==> src/sv/slr_pkg.sv <==
// Package with shared types, constants and helper functions of the link retry block.
package slr_pkg;

  localparam int unsigned FrameBytes = 8;
  localparam int unsigned FrameW     = 8 * FrameBytes;
  localparam int unsigned PayloadW   = 56;
  localparam int unsigned CntW       = 16;
  localparam int unsigned SeqW       = 8;
  localparam int unsigned CfgIdxW    = 2;
  localparam int unsigned CfgDataW   = 16;

  localparam logic [1:0] CmdTick   = 2'd0;
  localparam logic [1:0] CmdSubmit = 2'd1;
  localparam logic [1:0] CmdTake   = 2'd2;

  localparam logic [1:0] FaultNone  = 2'd0;
  localparam logic [1:0] FaultNoAck = 2'd1;
  localparam logic [1:0] FaultTxErr = 2'd2;

  localparam logic [CfgIdxW-1:0] CfgPacketLength = 2'd0;
  localparam logic [CfgIdxW-1:0] CfgWaitLimit    = 2'd1;
  localparam logic [CfgIdxW-1:0] CfgRetryLimit   = 2'd2;
  localparam logic [CfgIdxW-1:0] CfgQuietWindow  = 2'd3;

  localparam logic [2:0]      RstPacketLength = 3'd7;
  localparam logic [CntW-1:0] RstWaitLimit    = 16'd10;
  localparam logic [CntW-1:0] RstRetryLimit   = 16'd4;
  localparam logic [CntW-1:0] RstQuietWindow  = 16'(110 * 2 + 12 + 32);
  localparam logic [SeqW-1:0] RstLastSeq      = 8'hAA;
  localparam logic [CntW-1:0] CntMax          = '1;

  typedef enum logic [3:0] {
    PhIdle  = 4'b0001,
    PhStart = 4'b0010,
    PhBusy  = 4'b0100,
    PhFault = 4'b1000
  } phase_e;

  typedef struct packed {
    logic [2:0]      packet_length;
    logic [CntW-1:0] wait_limit;
    logic [CntW-1:0] retry_limit;
    logic [CntW-1:0] quiet_window;
  } cfg_t;

  typedef struct packed {
    logic       fire;
    logic [1:0] cmd;
  } step_t;

  // Mask covering the low n bytes of a frame; n of eight or more covers all.
  function automatic logic [FrameW-1:0] byte_mask(input logic [3:0] n);
    logic [FrameW-1:0] m;
    if (n >= 4'd8) begin
      m = '1;
    end else begin
      m = (64'd1 << {n[2:0], 3'b000}) - 64'd1;
    end
    return m;
  endfunction

  function automatic logic [2:0] eff_len(input logic [2:0] pl);
    logic [2:0] lim;
    lim = 3'(FrameBytes - 1);
    return (pl < lim) ? pl : lim;
  endfunction

  function automatic logic [FrameW-1:0] make_frame(input logic [PayloadW-1:0] store,
                                                   input logic [2:0] len,
                                                   input logic [SeqW-1:0] seq);
    logic [FrameW-1:0] f;
    f = ({8'd0, store} & byte_mask({1'b0, len})) | ({56'd0, seq} << {len, 3'b000});
    return f;
  endfunction

  function automatic logic [CntW-1:0] sat_inc(input logic [CntW-1:0] v);
    return (v == CntMax) ? CntMax : v + 16'd1;
  endfunction

endpackage

==> src/sv/slr_rx.sv <==
// Receive path: stores incoming frames, filters repeated sequence bytes, hands back payloads.
module slr_rx (
  input  logic                          clk_i,
  input  logic                          rst_ni,
  input  slr_pkg::step_t                step_i,
  input  logic [2:0]                    len_i,
  input  logic                          rx_valid_i,
  input  logic [slr_pkg::FrameW-1:0]    rx_frame_i,
  output logic                          pending_o,
  output logic [slr_pkg::PayloadW-1:0]  rx_data_o
);

  logic [slr_pkg::FrameW-1:0] in_store_q, in_store_d;
  logic [slr_pkg::SeqW-1:0]   last_seq_q, last_seq_d;
  logic                       pending_q, pending_d;
  logic [slr_pkg::FrameW-1:0] rx_mask;
  logic [slr_pkg::FrameW-1:0] rx_shift;
  logic [slr_pkg::FrameW-1:0] take_data;

  // The mask reaches one byte past the payload to include the sequence byte.
  assign rx_mask   = slr_pkg::byte_mask({1'b0, len_i} + 4'd1);
  assign rx_shift  = rx_frame_i >> {len_i, 3'b000};
  assign take_data = in_store_q & slr_pkg::byte_mask({1'b0, len_i});

  always_comb begin
    in_store_d = in_store_q;
    last_seq_d = last_seq_q;
    pending_d  = pending_q;
    rx_data_o  = '0;
    if (step_i.fire) begin
      if (step_i.cmd == slr_pkg::CmdTake) begin
        rx_data_o = take_data[slr_pkg::PayloadW-1:0];
        pending_d = 1'b0;
      end else if (step_i.cmd == slr_pkg::CmdTick && rx_valid_i) begin
        in_store_d = (in_store_q & ~rx_mask) | (rx_frame_i & rx_mask);
        if (rx_shift[slr_pkg::SeqW-1:0] != last_seq_q) begin
          last_seq_d = rx_shift[slr_pkg::SeqW-1:0];
          pending_d  = 1'b1;
        end
      end
    end
  end

  assign pending_o = pending_d;

  always_ff @(posedge clk_i or negedge rst_ni) begin
    if (!rst_ni) begin
      in_store_q <= '0;
      last_seq_q <= slr_pkg::RstLastSeq;
      pending_q  <= 1'b0;
    end else begin
      in_store_q <= in_store_d;
      last_seq_q <= last_seq_d;
      pending_q  <= pending_d;
    end
  end

endmodule

==> src/sv/slr_tx.sv <==
// Send path: phase machine with sequence stamping, timeout, retry counting and fault latch.
module slr_tx (
  input  logic                          clk_i,
  input  logic                          rst_ni,
  input  slr_pkg::step_t                step_i,
  input  slr_pkg::cfg_t                 cfg_i,
  input  logic [2:0]                    len_i,
  input  logic [slr_pkg::PayloadW-1:0]  tx_payload_i,
  input  logic                          tx_done_i,
  input  logic                          tx_failed_i,
  input  logic [15:0]                   period_time_i,
  input  logic [15:0]                   cycle_time_i,
  output logic                          idle_o,
  output logic                          tx_start_o,
  output logic                          tx_abort_o,
  output logic [slr_pkg::FrameW-1:0]    tx_frame_o,
  output logic [1:0]                    fault_o
);

  slr_pkg::phase_e phase_q, phase_d;
  logic [slr_pkg::PayloadW-1:0] store_q, store_d;
  logic [slr_pkg::CntW-1:0]     wait_q, wait_d, retry_q, retry_d;
  logic [slr_pkg::CntW-1:0]     wait_inc, retry_inc;
  logic [slr_pkg::SeqW-1:0]     seq_q, seq_d;
  logic [1:0]                   fcode_q, fcode_d;
  logic [15:0]                  remain;

  assign remain    = (period_time_i > cycle_time_i) ? period_time_i - cycle_time_i : 16'd0;
  assign wait_inc  = slr_pkg::sat_inc(wait_q);
  assign retry_inc = slr_pkg::sat_inc(retry_q);

  always_comb begin
    phase_d    = phase_q;
    store_d    = store_q;
    wait_d     = wait_q;
    retry_d    = retry_q;
    seq_d      = seq_q;
    fcode_d    = fcode_q;
    tx_start_o = 1'b0;
    tx_abort_o = 1'b0;
    tx_frame_o = '0;
    fault_o    = slr_pkg::FaultNone;
    if (step_i.fire) begin
      if (step_i.cmd == slr_pkg::CmdSubmit) begin
        if (phase_q != slr_pkg::PhFault) begin
          store_d = tx_payload_i;
          phase_d = slr_pkg::PhStart;
        end
      end else if (step_i.cmd == slr_pkg::CmdTick) begin
        unique case (phase_q)
          slr_pkg::PhStart: begin
            if (remain > cfg_i.quiet_window) begin
              tx_start_o = 1'b1;
              tx_frame_o = slr_pkg::make_frame(store_q, len_i, seq_q);
              seq_d      = seq_q + 8'd1;
              wait_d     = '0;
              retry_d    = '0;
              phase_d    = slr_pkg::PhBusy;
            end
          end
          slr_pkg::PhBusy: begin
            // Restarts resend the frame with the sequence byte of the first attempt.
            if (tx_done_i) begin
              if (!tx_failed_i) begin
                phase_d = slr_pkg::PhIdle;
              end else begin
                retry_d = retry_inc;
                if (retry_inc >= cfg_i.retry_limit) begin
                  fcode_d = slr_pkg::FaultTxErr;
                  phase_d = slr_pkg::PhFault;
                end else begin
                  tx_start_o = 1'b1;
                  tx_frame_o = slr_pkg::make_frame(store_q, len_i, seq_q - 8'd1);
                  wait_d     = '0;
                end
              end
            end else begin
              wait_d = wait_inc;
              if (wait_inc >= cfg_i.wait_limit) begin
                retry_d = retry_inc;
                if (retry_inc >= cfg_i.retry_limit) begin
                  fcode_d = slr_pkg::FaultNoAck;
                  phase_d = slr_pkg::PhFault;
                end else begin
                  tx_abort_o = 1'b1;
                  tx_start_o = 1'b1;
                  tx_frame_o = slr_pkg::make_frame(store_q, len_i, seq_q - 8'd1);
                  wait_d     = '0;
                end
              end
            end
          end
          slr_pkg::PhIdle, slr_pkg::PhFault: begin
          end
          default: begin
          end
        endcase
        if (phase_d == slr_pkg::PhFault) begin
          fault_o = fcode_d;
        end
      end
    end
  end

  assign idle_o = (phase_d == slr_pkg::PhIdle);

  always_ff @(posedge clk_i or negedge rst_ni) begin
    if (!rst_ni) begin
      phase_q <= slr_pkg::PhIdle;
      store_q <= '0;
      wait_q  <= '0;
      retry_q <= '0;
      seq_q   <= '0;
      fcode_q <= slr_pkg::FaultNone;
    end else begin
      phase_q <= phase_d;
      store_q <= store_d;
      wait_q  <= wait_d;
      retry_q <= retry_d;
      seq_q   <= seq_d;
      fcode_q <= fcode_d;
    end
  end

endmodule

==> src/sv/seq_numbered_link_retry_top.sv <==
// Top level of the sequence-numbered link retry block: handshakes, configuration, result register.
// Latency: the result of an item is valid in the cycle after the item is accepted.
// Throughput: one item per cycle; the result register lets a new item in while it is taken.
// A stalled result holds the item channel only until the result register is taken.
// Reset (asynchronous, active low) restores the configuration defaults, idles the sender,
// clears stores, counters and fault, and sets the last seen sequence byte to 0xAA.
module seq_numbered_link_retry_top (
  input  logic                          clk_i,
  input  logic                          rst_ni,
  input  logic                          cfg_valid_i,
  output logic                          cfg_ready_o,
  input  logic [slr_pkg::CfgIdxW-1:0]   cfg_index_i,
  input  logic [slr_pkg::CfgDataW-1:0]  cfg_data_i,
  input  logic                          item_valid_i,
  output logic                          item_ready_o,
  input  logic [1:0]                    cmd_i,
  input  logic [slr_pkg::PayloadW-1:0]  tx_payload_i,
  input  logic                          rx_valid_i,
  input  logic [slr_pkg::FrameW-1:0]    rx_frame_i,
  input  logic                          tx_done_i,
  input  logic                          tx_failed_i,
  input  logic [15:0]                   period_time_i,
  input  logic [15:0]                   cycle_time_i,
  output logic                          res_valid_o,
  input  logic                          res_ready_i,
  output logic                          in_ready_o,
  output logic                          out_ready_o,
  output logic [slr_pkg::PayloadW-1:0]  rx_data_o,
  output logic                          tx_start_o,
  output logic                          tx_abort_o,
  output logic [slr_pkg::FrameW-1:0]    tx_frame_o,
  output logic [1:0]                    fault_o
);

  slr_pkg::cfg_t  cfg_q;
  slr_pkg::step_t step;
  logic [2:0]     len;
  logic           res_valid_q;

  logic                         pending;
  logic [slr_pkg::PayloadW-1:0] rx_data;
  logic                         idle;
  logic                         start;
  logic                         abort_tx;
  logic [slr_pkg::FrameW-1:0]   frame;
  logic [1:0]                   fault;

  logic                         in_ready_q;
  logic                         out_ready_q;
  logic [slr_pkg::PayloadW-1:0] rx_data_q;
  logic                         tx_start_q;
  logic                         tx_abort_q;
  logic [slr_pkg::FrameW-1:0]   tx_frame_q;
  logic [1:0]                   fault_q;

  assign cfg_ready_o  = 1'b1;
  assign item_ready_o = !res_valid_q || res_ready_i;
  assign step.fire    = item_valid_i && item_ready_o;
  assign step.cmd     = cmd_i;
  assign len          = slr_pkg::eff_len(cfg_q.packet_length);

  always_ff @(posedge clk_i or negedge rst_ni) begin
    if (!rst_ni) begin
      cfg_q.packet_length <= slr_pkg::RstPacketLength;
      cfg_q.wait_limit    <= slr_pkg::RstWaitLimit;
      cfg_q.retry_limit   <= slr_pkg::RstRetryLimit;
      cfg_q.quiet_window  <= slr_pkg::RstQuietWindow;
    end else if (cfg_valid_i) begin
      unique case (cfg_index_i)
        slr_pkg::CfgPacketLength: cfg_q.packet_length <= cfg_data_i[2:0];
        slr_pkg::CfgWaitLimit:    cfg_q.wait_limit    <= cfg_data_i;
        slr_pkg::CfgRetryLimit:   cfg_q.retry_limit   <= cfg_data_i;
        slr_pkg::CfgQuietWindow:  cfg_q.quiet_window  <= cfg_data_i;
        default: begin
        end
      endcase
    end
  end

  slr_rx u_rx (
    .clk_i      (clk_i),
    .rst_ni     (rst_ni),
    .step_i     (step),
    .len_i      (len),
    .rx_valid_i (rx_valid_i),
    .rx_frame_i (rx_frame_i),
    .pending_o  (pending),
    .rx_data_o  (rx_data)
  );

  slr_tx u_tx (
    .clk_i         (clk_i),
    .rst_ni        (rst_ni),
    .step_i        (step),
    .cfg_i         (cfg_q),
    .len_i         (len),
    .tx_payload_i  (tx_payload_i),
    .tx_done_i     (tx_done_i),
    .tx_failed_i   (tx_failed_i),
    .period_time_i (period_time_i),
    .cycle_time_i  (cycle_time_i),
    .idle_o        (idle),
    .tx_start_o    (start),
    .tx_abort_o    (abort_tx),
    .tx_frame_o    (frame),
    .fault_o       (fault)
  );

  always_ff @(posedge clk_i or negedge rst_ni) begin
    if (!rst_ni) begin
      res_valid_q <= 1'b0;
    end else if (item_ready_o) begin
      res_valid_q <= step.fire;
    end
  end

  always_ff @(posedge clk_i) begin
    if (step.fire) begin
      in_ready_q  <= pending;
      out_ready_q <= idle;
      rx_data_q   <= rx_data;
      tx_start_q  <= start;
      tx_abort_q  <= abort_tx;
      tx_frame_q  <= frame;
      fault_q     <= fault;
    end
  end

  assign res_valid_o = res_valid_q;
  assign in_ready_o  = in_ready_q;
  assign out_ready_o = out_ready_q;
  assign rx_data_o   = rx_data_q;
  assign tx_start_o  = tx_start_q;
  assign tx_abort_o  = tx_abort_q;
  assign tx_frame_o  = tx_frame_q;
  assign fault_o     = fault_q;

`ifndef ASSERT_OFF
  // An abort is always followed by a restart in the same transaction.
  a_abort_with_start: assert property (@(posedge clk_i) disable iff (!rst_ni)
    res_valid_o && tx_abort_o |-> tx_start_o)
    else $error("tx_abort without tx_start");

  // A reported fault means the sender is not idle.
  a_fault_not_idle: assert property (@(posedge clk_i) disable iff (!rst_ni)
    res_valid_o && (fault_o != slr_pkg::FaultNone) |-> !out_ready_o)
    else $error("fault reported while sender idle");

  // A frame is only presented together with a start command.
  a_frame_needs_start: assert property (@(posedge clk_i) disable iff (!rst_ni)
    res_valid_o && !tx_start_o |-> (tx_frame_o == '0))
    else $error("tx_frame nonzero without tx_start");

  // A start cannot coincide with a fault report.
  a_start_no_fault: assert property (@(posedge clk_i) disable iff (!rst_ni)
    res_valid_o && tx_start_o |-> (fault_o == slr_pkg::FaultNone))
    else $error("tx_start together with fault");
`endif

endmodule
==> config.mk <==
export PLATFORM = sky130hd
export DESIGN_NAME = seq_numbered_link_retry_top
export DESIGN_NICKNAME = d
export VERILOG_FILES = /design/src/sv/slr_pkg.sv /design/src/sv/slr_rx.sv /design/src/sv/slr_tx.sv /design/src/sv/seq_numbered_link_retry_top.sv
export SDC_FILE = /design/constraint.sdc
export NUM_CORES = 1
export LEC_CHECK = 0
export BUFFER_PORTS_ARGS = -buffer_cell sky130_fd_sc_hd__buf_2
export CORE_ASPECT_RATIO = 0.75
export CORE_MARGIN = 1
export CORE_UTILIZATION = 50
export CTS_CLUSTER_SIZE = 30
export DETAILED_ROUTE_END_ITERATION = 6
export GPL_ROUTABILITY_DRIVEN = 0
export PLACE_DENSITY = 0.78
export RECOVER_POWER = 50
export SLEW_MARGIN = 20
export SYNTH_ARGS = -nofsm -noshare
export SYNTH_HDL_FRONTEND = slang
export SYNTH_SLANG_ARGS = --single-unit
==> constraint.sdc <==
create_clock -name clk_i -period 5.6 [get_ports clk_i]
set_input_delay 0.28 -clock clk_i [delete_from_list [all_inputs] [get_ports clk_i]]
set_output_delay 0.28 -clock clk_i [all_outputs]
set_load 0.02 [all_outputs]
==> key figures <==
STA
  • Max-slew violations: 225
  • Max_slew headroom: -0.424
  • Final setup viols: 0
  • Worst-margin pin slew: 2.14 ns
  • Min Clock Period, post-route: a little over 5 ns
  • Setup Skew: between 0.02 and 0.03 ns
  • Fmax: about 200 MHz
  • RSZ-0062 raised after global routing: false
  • Crit share post-route: 0.913
  • Setup Total Neg Slack: 0 ns
  • Final Hold Viols: 0

Synth
  • Commonest register cell after synthesis: dfrtp_1
  • Synth warn: 0
  • Syn Area/Cell: ~11 um2
  • Synth Cell Area: around 18000 um2
  • Register area share after synthesis: 0.513
  • Share of flip-flops with an asynchronous set or reset: 0.635
  • Share of the synthesized area in the top cell type: 0.285
  • Synth unique cells: 79
  • Number of synthesized flops with an enable pin: roughly 130
  • FF+latch count, synth: ~350
  • Largest cells by area after synthesis: dfrtp_1 (29%), edfxtp_1 (21%), mux2_2 (11%), ha_1 (4.9%), o21ai_0 (3.2%)
  • Leading area contributor after synthesis: dfrtp_1
  • Net Count, Synth: 1923
  • Cells after Synth: 1671

Power and ir drop
  • Sequential Power Share: 0.446
  • Psw: 0.00228 W
  • Combinational power share: 0.229
  • PwrDens: 345 nW/um2
  • Cell Int Power: 0.00519 W
  • Power consumption: between 0.007 and 0.008 W
  • Peak VDD IR: 0.221 mV
  • Clock share of power: 0.325
  • Sw frac: 0.306
  • Leak pwr: 9.56 nW

Routing
  • Detail Route Antenna Nets: 0
  • # DRC: 0
  • WL final: about 53000 um
  • Starting DRT DRC Count: 1646
  • Via count: approximately 15000
  • Drt wl/cell: between 20 and 25 um
  • Via/cell ratio: roughly 6.0
  • DR pass1 iterations: 5

Layout
  • Syn-to-layout area delta: 19.7%
  • Nets: 2265
  • Ratio of cells with drive above 1 in the final layout: 0.225
  • Final Cell Area: around 22000 um2

Clocking
  • H-tree Lvls: 2
  • Clock Pin Slew Worst Setup and Hold Paths: 0.06 ns
  • TritonCTS Buffers: 37
  • CTS tree: yes
  • Setup Buffers After CTS: 0
  • Sink Count: 345
  • Skew-Pair Late Insertion Delay: 0.53 ns
  • Maximum clock insertion buffer count: 3
  • Clk root buf: clkbuf_16

Min path
  • Worst hold path type: in2reg
  • Hold Path Depth: 2

Setup path
  • Buf+Inv Stages, Crit Path: 1
  • Arrival time worst endpoint: between 5 and 6 ns
  • Slowest stage cell, crit path: buf_4
  • Worst-path cell chain: ha_1, nand3_1, nor3_1, nand3_1, nor2_1, nand3_1, or3_1, a21boi_0, ha_1, nand3_1, nor4_1, nor4b_2, o41a_4, o211a_2, buf_4, a211oi_1, a2111oi_0
  • Crit path launch type: flop
  • Top delay family on crit path: simple AND/OR/NAND/NOR gates
  • Crit path capture type: flop
  • Critical Path RT: slightly below 6 ns
  • Worst Path Max Fanout: 47
  • CP Class: reg2reg
  • Crit-path most repeated cell: nand3_1
  • CP peak stage delay: 0.45 ns
  • Crit path depth: 17
  • Reg2reg path depth: 17
  • R2r setup slk: slightly below 0.5 ns

Die
  • Die area: 36900 um2
  • # rows: 59
  • Die width: 222 um
  • Die Height: 167 um
  • Number of primary I/O pins: 309
  • Initial core utilization: 0.515
  • Core Region: approximately 35000 um2

Outcome
  • Failing checks: capacitance limit, slew limit
  • Status: complete, but fails checks

Placement
  • Post-DP HPWL: 37400 um
  • Placed instance area: between 15000 and 20000 um2
  • I/O Buffers: 307

Global route
  • All-Layer GR Usage: 0.284
  • First-pass GRT wire length: 82300 um
  • Overflow after GRT: 0
  • Initial antenna violation count: 2
  • Largest net degree at the start of global routing: 183
  • Vias in the first global route: 14606

Run
  • Maxcap violations: 5
==> per-stage QoR <==
stage	worst slack [ns]	std cells	hold slack, ns	util
finish	0.490	2500	0.0156	0.616
global route	0.148	2500	0.00912	0.616
CTS	0.417	2497	0.000567	0.621
detailed placement	0.0325	2365	0.177	0.569
global placement	0.274	2365	0.178	0.569
floorplan	0.871	1671	-0.0156	-
==> path summary, 6_finish.rpt <==
check | startpoint | endpoint
setup / recovery | u_tx.wait_q[0]$_DFFE_PN0P_ | tx_frame_o[58]$_SDFFCE_PP0P_
hold / removal | tx_payload_i[28] | u_tx.store_q[28]$_DFFE_PN0P_
setup reg to reg | u_tx.wait_q[0]$_DFFE_PN0P_ | tx_frame_o[58]$_SDFFCE_PP0P_
hold reg to reg | u_rx.last_seq_q[3]$_DFFE_PN1P_ | u_rx.last_seq_q[3]$_DFFE_PN1P_
max in group asynchronous | rst_ni | asynchronous set/reset pin
min in group asynchronous | rst_ni | cfg_q[22]$_DFFE_PN0P_
==> cells by family after synthesis <==
logic type / synth area share
buffers and inverters: 0.0411
xor gates and xnor gates: 0.0223
other: 0.000207
DFF: 0.513
and+or+nand+nor: 0.126
muxes: 0.114
AOI/OAI and AO/OA: 0.133
adders and majority gates: 0.0502
==> synth_stat cells, drive strengths merged, types with 5 or more instances <==
| library cell | count |
|---|---|
| or3 | 7 |
| nor2 | 111 |
| o21ai | 124 |
| ha | 71 |
| inv | 93 |
| o22ai | 14 |
| dfrtp | 206 |
| a31oi | 11 |
| nor3b | 5 |
| nand4 | 15 |
| nand2 | 151 |
| nor2b | 6 |
| and2 | 11 |
| a32o | 5 |
| clkbuf | 52 |
| xor2 | 13 |
| buf | 37 |
| dfstp | 13 |
| o21a | 8 |
| mux2 | 169 |
| and3 | 63 |
| nand2b | 16 |
| or2 | 10 |
| a21o | 27 |
| a211oi | 14 |
| a22oi | 37 |
| xnor2 | 33 |
| mux2i | 9 |
| nor4b | 5 |
| nor3 | 21 |
| edfxtp | 126 |
| a21oi | 70 |
| o22a | 5 |
| a22o | 13 |
| nand3 | 41 |
==> layout make-up <==
cell class              instances  area, um2
repair buffers                392       2180
flip-flops and latches        345       9280
inverters                      93        352
multi-input cells            1144       8090
clock buffers                  55       1020
fillers                      2871      13500
diodes                          2       5.00
well taps                     457        572
clock inverters                12        154
==> placed cells by master, fill, tap and decap left out, types with 27 or more instances in the layout <==
cell,count
a21o_1,27
clkbuf_1,150
nand3_1,41
xnor2_1,33
a21oi_1,68
dfrtp_1,206
and3_1,63
buf_2,175
edfxtp_1,126
inv_1,91
nand2_1,151
nor2_1,110
mux2_2,169
ha_1,71
clkbuf_16,37
dlygate4sd3_1,65
a22oi_1,37
o21ai_0,117
==> metal layers <==
metal	vias to the layer above	global-route usage	wire [um]
li1	6739	-	-
met1	7374	0.393	22700
met2	734	0.447	24500
met3	115	0.0513	4300
met4	0	0.108	1780
met5	-	0	0
==> power by group through the flow <==
stage          clock [W]  combinational (W)  sequential, W
2_1_floorplan          0            0.00112        0.00332
3_3_place_gp           0            0.00159        0.00334
3_5_place_dp           0            0.00165        0.00337
4_1_cts          0.00246            0.00170        0.00332
5_1_grt          0.00256            0.00186        0.00338
6_report         0.00243            0.00171        0.00334
==> repair_timing <==
| action | in CTS | in global routing |
|---|---|---|
| hold buffers | 65 | 0 |
| endpoints found under the hold margin | 101 | 0 |
| gates resized for setup | 0 | 2 |
| endpoints found under the setup margin | 0 | 8 |
No activity file was read; power rests on OpenSTA's default activity.
